[src/sv/ultrasonic_echo_ranger_core_assert.svh]
// ---------------------------------------------------------------------------
// ultrasonic echo ranger assertion macros
// concurrent check wrappers, empty when SYNTHESIS is defined
// ---------------------------------------------------------------------------
`ifndef ULTRASONIC_ECHO_RANGER_CORE_ASSERT_SVH
`define ULTRASONIC_ECHO_RANGER_CORE_ASSERT_SVH

`ifndef SYNTHESIS

// same-cycle implication
`define UER_ASSERT_IMPLY(label, clk, rst, ante, cons) \
  label: assert property (@(posedge clk) disable iff (rst) (ante) |-> (cons)) \
    else $error("check failed: same-cycle implication");

// next-cycle implication
`define UER_ASSERT_NEXT(label, clk, rst, ante, cons) \
  label: assert property (@(posedge clk) disable iff (rst) (ante) |=> (cons)) \
    else $error("check failed: next-cycle implication");

`else

`define UER_ASSERT_IMPLY(label, clk, rst, ante, cons)
`define UER_ASSERT_NEXT(label, clk, rst, ante, cons)

`endif

`endif

[src/sv/uer_pkg.sv]
// ---------------------------------------------------------------------------
// uer_pkg
// widths, limits and register codes of the ultrasonic echo ranger
// ---------------------------------------------------------------------------
package uer_pkg;

  localparam int DIST_BITS      = 21;
  localparam int CFG_INDEX_BITS = 2;

  typedef logic [DIST_BITS-1:0] dist_t;

  localparam dist_t DIST_MAX       = {DIST_BITS{1'b1}};
  localparam dist_t MIN_DIST_RESET = dist_t'(2000);
  localparam dist_t MAX_DIST_RESET = dist_t'(400000);

  typedef enum logic [CFG_INDEX_BITS-1:0] {
    REG_MIN_DISTANCE = 2'd0,
    REG_MAX_DISTANCE = 2'd1
  } cfg_reg_t;

endpackage

[src/sv/ultrasonic_echo_ranger_core.sv]
// ---------------------------------------------------------------------------
// ultrasonic echo ranger core
// echo pulse width measurement, range gating and moving average
// ---------------------------------------------------------------------------
// usage
//   echo channel: one request per microsecond tick, carrying the sampled echo
//   pin level; echo_valid/echo_stall, taken when valid and not stall
//   result channel: one request per falling edge of the echo pulse, with the
//   gated distance (thousandths of cm), the range flag and the window mean
//   config channel: cfg_valid/cfg_ready, ready always high; index 0 is the
//   minimum distance, 1 the maximum, other indexes are dropped; write only
//   while the block holds no pending measurement
//   throughput: one tick per cycle, sustained, as long as results are taken
//   latency: a falling edge is on the result port two cycles after the edge
//   that takes it (distance register, range/window register, result
//   register loaded with the window average)
//   stall: a stalled result holds; ticks keep flowing until the three
//   measurement stages fill, then echo_stall rises
//   reset: synchronous, clears the pulse counter, edge detector, window
//   contents, running sum and all valid flags; limits go to 2000 and 400000
// ---------------------------------------------------------------------------
`include "ultrasonic_echo_ranger_core_assert.svh"

module ultrasonic_echo_ranger_core #(
  parameter int WINDOW_DEPTH = 8,
  parameter int COUNT_BITS   = 16
) (
  input  logic                                 clk,
  input  logic                                 rst,
  // echo tick channel
  input  logic                                 echo_valid,
  output logic                                 echo_stall,
  input  logic                                 echo_level,
  // result channel
  output logic                                 result_valid,
  input  logic                                 result_stall,
  output uer_pkg::dist_t                       distance,
  output logic                                 in_range,
  output uer_pkg::dist_t                       average,
  // configuration write channel
  input  logic                                 cfg_valid,
  output logic                                 cfg_ready,
  input  logic [uer_pkg::CFG_INDEX_BITS-1:0]   cfg_index,
  input  uer_pkg::dist_t                       cfg_data
);

  import uer_pkg::*;

  // ticks * 17 is (ticks << 4) + ticks
  localparam int PROD_BITS = COUNT_BITS + 5;
  localparam int WIDE_BITS = (PROD_BITS > DIST_BITS) ? PROD_BITS : DIST_BITS + 1;

  // running sum and exact reciprocal for floor(sum / WINDOW_DEPTH)
  localparam int WIN_LOG    = $clog2(WINDOW_DEPTH);
  localparam int SUM_BITS   = DIST_BITS + WIN_LOG;
  localparam int RECIP_SHIFT = SUM_BITS + WIN_LOG;
  localparam int AVG_BITS   = 2 * SUM_BITS + 1;
  localparam longint unsigned RECIP =
    ((64'd1 << RECIP_SHIFT) + longint'(WINDOW_DEPTH) - 64'd1) / longint'(WINDOW_DEPTH);

  localparam logic [COUNT_BITS-1:0] COUNT_MAX = {COUNT_BITS{1'b1}};

  // configuration registers
  dist_t min_distance;
  dist_t max_distance;

  // edge detector and pulse counter
  logic                  last_level;
  logic [COUNT_BITS-1:0] pulse_ticks;

  // stage 1: saturated raw distance of a finished pulse
  logic  s1_valid;
  dist_t s1_raw;

  // stage 2: gated distance sits in window[0], sum in window_sum
  logic                s2_valid;
  logic                s2_ok;
  dist_t               window [WINDOW_DEPTH];
  logic [SUM_BITS-1:0] window_sum;

  // handshake plumbing
  logic echo_take;
  logic out_free;
  logic s2_move;
  logic s2_free;
  logic s1_move;
  logic s1_free;
  logic fall_edge;

  // datapath
  logic [WIDE_BITS-1:0] raw_wide;
  dist_t                raw_sat;
  logic                 range_ok;
  dist_t                dist_new;
  logic [SUM_BITS-1:0]  window_sum_next;
  logic [AVG_BITS-1:0]  avg_prod;

  assign cfg_ready = 1'b1;

  // output register frees when empty or being taken
  assign out_free   = !result_valid || !result_stall;
  assign s2_move    = s2_valid && out_free;
  assign s2_free    = !s2_valid || s2_move;
  assign s1_move    = s1_valid && s2_free;
  assign s1_free    = !s1_valid || s1_move;
  assign echo_stall = !s1_free;
  assign echo_take  = echo_valid && !echo_stall;
  assign fall_edge  = echo_take && !echo_level && last_level;

  // pulse width to distance, clipped to the field width
  always_comb begin
    raw_wide = (WIDE_BITS'(pulse_ticks) << 4) + WIDE_BITS'(pulse_ticks);
    if (raw_wide > WIDE_BITS'(DIST_MAX)) begin
      raw_sat = DIST_MAX;
    end else begin
      raw_sat = raw_wide[DIST_BITS-1:0];
    end
  end

  // limits are inclusive, out of range reads as zero
  assign range_ok        = (s1_raw >= min_distance) && (s1_raw <= max_distance);
  assign dist_new        = range_ok ? s1_raw : '0;
  assign window_sum_next = window_sum - SUM_BITS'(window[WINDOW_DEPTH-1])
                         + SUM_BITS'(dist_new);

  // floor(sum / depth) via ceiling reciprocal, exact over the sum range
  assign avg_prod = AVG_BITS'(window_sum) * AVG_BITS'(RECIP);

  // configuration writes
  always_ff @(posedge clk) begin
    if (rst) begin
      min_distance <= MIN_DIST_RESET;
      max_distance <= MAX_DIST_RESET;
    end else if (cfg_valid && cfg_ready) begin
      case (cfg_index)
        REG_MIN_DISTANCE: min_distance <= cfg_data;
        REG_MAX_DISTANCE: max_distance <= cfg_data;
        default: ;
      endcase
    end
  end

  // edge detection and high-tick counting
  always_ff @(posedge clk) begin
    if (rst) begin
      last_level  <= 1'b0;
      pulse_ticks <= '0;
    end else if (echo_take) begin
      last_level <= echo_level;
      if (echo_level && !last_level) begin
        pulse_ticks <= COUNT_BITS'(1);
      end else if (echo_level && (pulse_ticks != COUNT_MAX)) begin
        pulse_ticks <= pulse_ticks + COUNT_BITS'(1);
      end
    end
  end

  // stage 1
  always_ff @(posedge clk) begin
    if (rst) begin
      s1_valid <= 1'b0;
    end else if (fall_edge) begin
      s1_valid <= 1'b1;
    end else if (s1_move) begin
      s1_valid <= 1'b0;
    end
  end

  always_ff @(posedge clk) begin
    if (fall_edge) begin
      s1_raw <= raw_sat;
    end
  end

  // stage 2: range gate and window shift line
  always_ff @(posedge clk) begin
    if (rst) begin
      s2_valid   <= 1'b0;
      s2_ok      <= 1'b0;
      window_sum <= '0;
      for (int k = 0; k < WINDOW_DEPTH; k++) begin
        window[k] <= '0;
      end
    end else if (s1_move) begin
      s2_valid   <= 1'b1;
      s2_ok      <= range_ok;
      window_sum <= window_sum_next;
      window[0]  <= dist_new;
      for (int k = 1; k < WINDOW_DEPTH; k++) begin
        window[k] <= window[k-1];
      end
    end else if (s2_move) begin
      s2_valid <= 1'b0;
    end
  end

  // result register
  always_ff @(posedge clk) begin
    if (rst) begin
      result_valid <= 1'b0;
    end else if (s2_move) begin
      result_valid <= 1'b1;
    end else if (out_free) begin
      result_valid <= 1'b0;
    end
  end

  always_ff @(posedge clk) begin
    if (s2_move) begin
      distance <= window[0];
      in_range <= s2_ok;
      average  <= avg_prod[RECIP_SHIFT +: DIST_BITS];
    end
  end

  // checks
  `UER_ASSERT_IMPLY(a_high_counts, clk, rst, last_level, pulse_ticks != '0)
  `UER_ASSERT_NEXT(a_fall_loads_s1, clk, rst, fall_edge, s1_valid)
  `UER_ASSERT_NEXT(a_s1_reaches_s2, clk, rst, s1_move, s2_valid)
  `UER_ASSERT_IMPLY(a_gate_zero, clk, rst, s2_valid && !s2_ok, window[0] == '0)
  `UER_ASSERT_IMPLY(a_out_zero, clk, rst, result_valid && !in_range, distance == '0)

endmodule

[config.mk]
export PLATFORM = sky130hd
export DESIGN_NAME = ultrasonic_echo_ranger_core
export DESIGN_NICKNAME = d
export VERILOG_FILES = /design/src/sv/uer_pkg.sv /design/src/sv/ultrasonic_echo_ranger_core.sv
export VERILOG_INCLUDE_DIRS = /design/src /design/src/sv
export SDC_FILE = /design/constraint.sdc
export NUM_CORES = 1
export LEC_CHECK = 0
export ABC_AREA = 1
export BUFFER_PORTS_ARGS = -buffer_cell sky130_fd_sc_hd__buf_4
export CORE_ASPECT_RATIO = 0.5
export CORE_MARGIN = 3
export CORE_UTILIZATION = 45
export CTS_CLUSTER_DIAMETER = 200
export CTS_CLUSTER_SIZE = 16
export DETAILED_ROUTE_END_ITERATION = 10
export SETUP_SLACK_MARGIN = 0.4
export SYNTH_ARGS = -nofsm -noshare
export SYNTH_HDL_FRONTEND = slang
export SYNTH_SLANG_ARGS = --single-unit
export TNS_END_PERCENT = 100
[constraint.sdc]
create_clock -name clk -period 8.1 [get_ports clk]
set_input_delay 0.81 -clock clk [delete_from_list [all_inputs] [get_ports clk]]
set_output_delay 0.81 -clock clk [all_outputs]
set_load 0.02 [all_outputs]
==> results_dict.tcl <==
set metrics [dict create \
    finalWorstPathRequiredPeriod_ps 4870 \
    irDropWorstVdd_mv 0.108 \
    post_route_cells_drive_above_1_share_pct 7.50 \
    drcViolationCount 0 \
    port_buffers 73 \
    yosys.area.top_type "edfxtp_1" \
    timing_worst_slew_pin_value_ps 1110 \
    met2RoutedLength_um 15000 \
    globalplace.congestion 0.922 \
    worst_hold_path.num_cells 0 \
    synth.yosys.warnings 0 \
    edff_count_synth 232 \
    timing.critical_path.fanout_max 20 \
    netlist_instances 1658 \
    crit_arrival_ps 5320 \
    finalNetCount 1847 \
    setup-tns-final_ps 0 \
    ys_ff_latch 319 \
    report.final.slew_viol_count 0 \
    clk-insertion-delay-late_ps 530 \
    clkSinkCount 319 \
    hold_path.class "flop to flop" \
    max_freq_ghz 0.206 \
    io_pins 75 \
    unrepaired_setup_endpoints_after_global_routing "no" \
    start_util_pct 46.3 \
    final_skew_ps 12.8 \
    routedLengthMet1_um 17200 \
    core.rowCount 47 \
    cellPowerDensity_nw_per_um2 186 \
    cp-start-kind "flop" \
    grt_pass1_vias 9899 \
    avgRoutedWirePerCell_um 15.7 \
    cts-buffers-inserted 23 \
    route.vias.total 10600 \
    timing.hold.worst.start "window_sum[15]$_SDFFE_PP0P_" \
    design_area_um2 17100 \
    critical_path_class "flop to flop" \
    placedInstanceArea_um2 16500 \
    cts.hold.buffers_added 0 \
    top_layer_used "met4" \
    syn_area_per_cell_um2 9.36 \
    detail_route.first_pass.iterations 5 \
    reg2regPathDepth 21 \
    placeable_core_area_um2 33500 \
    grt_pass1_wl_um 53900 \
    synth-main-ff-cell "edfxtp_1" \
    drtIter0Drc 732 \
    status "finished, final reports clean" \
    die_area_um2 36900 \
    die_w_um 269 \
    crit_start "s1_raw[17]$_SDFFCE_PN1P_" \
    largest_net_degree_at_the_start_of_global_routing 108 \
    die_height_um 137 \
    synthesis.area_um2 15500 \
    viasPerCell 4.87 \
    hold_slack_final_ps 430 \
    clk_transition_reported_paths_ps 80 \
    min_period_over_period_pct 60.1 \
    netlist.area_leader.share_pct 44.9 \
    finalWorstSetupSlack_ps 3230 \
    slew_headroom_pct 25.5 \
    dp_worst_setup_slack_ps 3370 \
    globalRouteOverflowTotal 0 \
    synth_area_leaders "edfxtp_1, dfxtp_1, inv_1, ha_1, nand2_1" \
    max_cap_violations 0 \
    hold_viol 0 \
    antenna_cells_inserted 0 \
    antenna_violations_before_repair 0 \
    layout-area-overhead-vs-synth_pct 10.4 \
    proportion_of_synthesized_chip_area_in_sequential_cells_pct 56.1 \
    cts_buffer_depth 3 \
    cts_setup_buffers 0 \
    grt_usage_pct 18.9 \
    cts_repair_resize_count 0 \
    ant_nets 0 \
    syn_nets 1788 \
    ctsHtreeMaxLevel 1 \
    worst_r2r_startpoint "s1_raw[17]$_SDFFCE_PN1P_" \
    critPathRequiredTime_ps 8560 \
    dp_hpwl_um 24100 \
    clock-root-buffer "clkbuf_16" \
    yosys-top-cells-count "inv_1, nand2_1, nor2_1, edfxtp_1, a21oi_1" \
    dr_wl_met3_um 1220 \
    postSynth.asyncResetShare_pct 0 \
    synth.lib_cells_used.distinct 45 \
    synth.most_common_cell "inv_1" \
    timing.final.setup_violations 0 \
    critPathCaptureType "flop" \
    finalWirelength_um 34200 \
    tritoncts_clock_tree "built" \
    p_leak_nw 7.55 \
]
final cells by class:
class / instances / area, µm²
multi-input cells: 937 / 5280
well taps: 441 / 552
clock buffers: 41 / 643
inverters: 355 / 1340
fillers: 3122 / 16400
flip-flops and latches: 319 / 8710
repair buffers: 81 / 608
metal layers:
layer,global-route usage [%],vias to the layer above
li1,-,5422
met1,28.4,4971
met2,28.9,139
met3,2.89,52
met4,4.69,0
met5,0,-
worst paths after layout:
| path | end | slack, ps |
|---|---|---|
| worst max-delay path | window_sum[17]$_SDFFE_PP0P_ | 3230 |
| worst min-delay path | average[12]$_DFFE_PP_ | 430 |
| worst max register to register | window_sum[17]$_SDFFE_PP0P_ | 3230 |
| worst min register to register | average[12]$_DFFE_PP_ | 430 |
layout by cell type, fill, tap and decap left out, types with 23 or more instances in the layout:
| cell | count |
|---|---|
| ha_1 | 79 |
| buf_4 | 81 |
| nor2_1 | 247 |
| nand2_1 | 250 |
| a21oi_1 | 102 |
| o21ai_0 | 80 |
| clkbuf_16 | 23 |
| nand3_1 | 36 |
| edfxtp_1 | 232 |
| dfxtp_1 | 87 |
| inv_1 | 350 |
sequential cells by signal, indices dropped and copies added, names as in the netlist:
signal,flops
window,168
window_sum,24
average,21
distance,21
max_distance,21
min_distance,21
s1_raw,21
pulse_ticks,16
in_range,1
last_level,1
result_valid,1
s1_valid,1
s2_ok,1
s2_valid,1
stage by stage:
| stage | utilization (%) | instances | total power, mW |
|---|---|---|---|
| 6_report | 51.1 | 2174 | 3.19 |
| 5_1_grt | 51.1 | 2174 | 3.34 |
| 4_1_cts | 51.1 | 2174 | 3.23 |
| 3_5_place_dp | 49.2 | 2133 | 2.15 |
| 3_3_place_gp | 49.2 | 2133 | 2.15 |
| 2_1_floorplan | - | 1658 | 2.07 |
cell families (layout without fill, tap and decap cells):
| family | after synthesis | in the layout | share of synthesized area (%) |
|---|---|---|---|
| AOI/OAI and AO/OA | 226 | 226 | 7.97 |
| buffers and inverters | 402 | 477 | 9.99 |
| other | 1 | 1 | 0.0242 |
| DFF | 319 | 319 | 56.1 |
| adders and majority gates | 101 | 101 | 9.21 |
| and+or+nand+nor | 591 | 591 | 15.7 |
| xor gates and xnor gates | 18 | 18 | 1.02 |
worst max-delay path, cell delays in order (launching register included):
cell      delay (ps)
edfxtp_1         620
ha_1             400
nand2_1           60
nor2_1           140
nand4_1          160
nor2_1           120
nand2_1           60
nand4_1          110
nand2_1           90
inv_1            560
nand2_1          370
fa_1             630
inv_1             40
ha_1             370
nand2_1          100
nand2_1           90
o21bai_1         230
a21oi_1          170
nand3_1          180
nand2_1          100
nand2_1           40
o21ai_0          140
power breakdown:
part	total (mW)	internal, mW	switching [mW]
logic	0.289	0.0912	0.198
clock network	1.08	0.537	0.545
registers	1.82	1.80	0.0233
(Power assumes the default switching activity.)
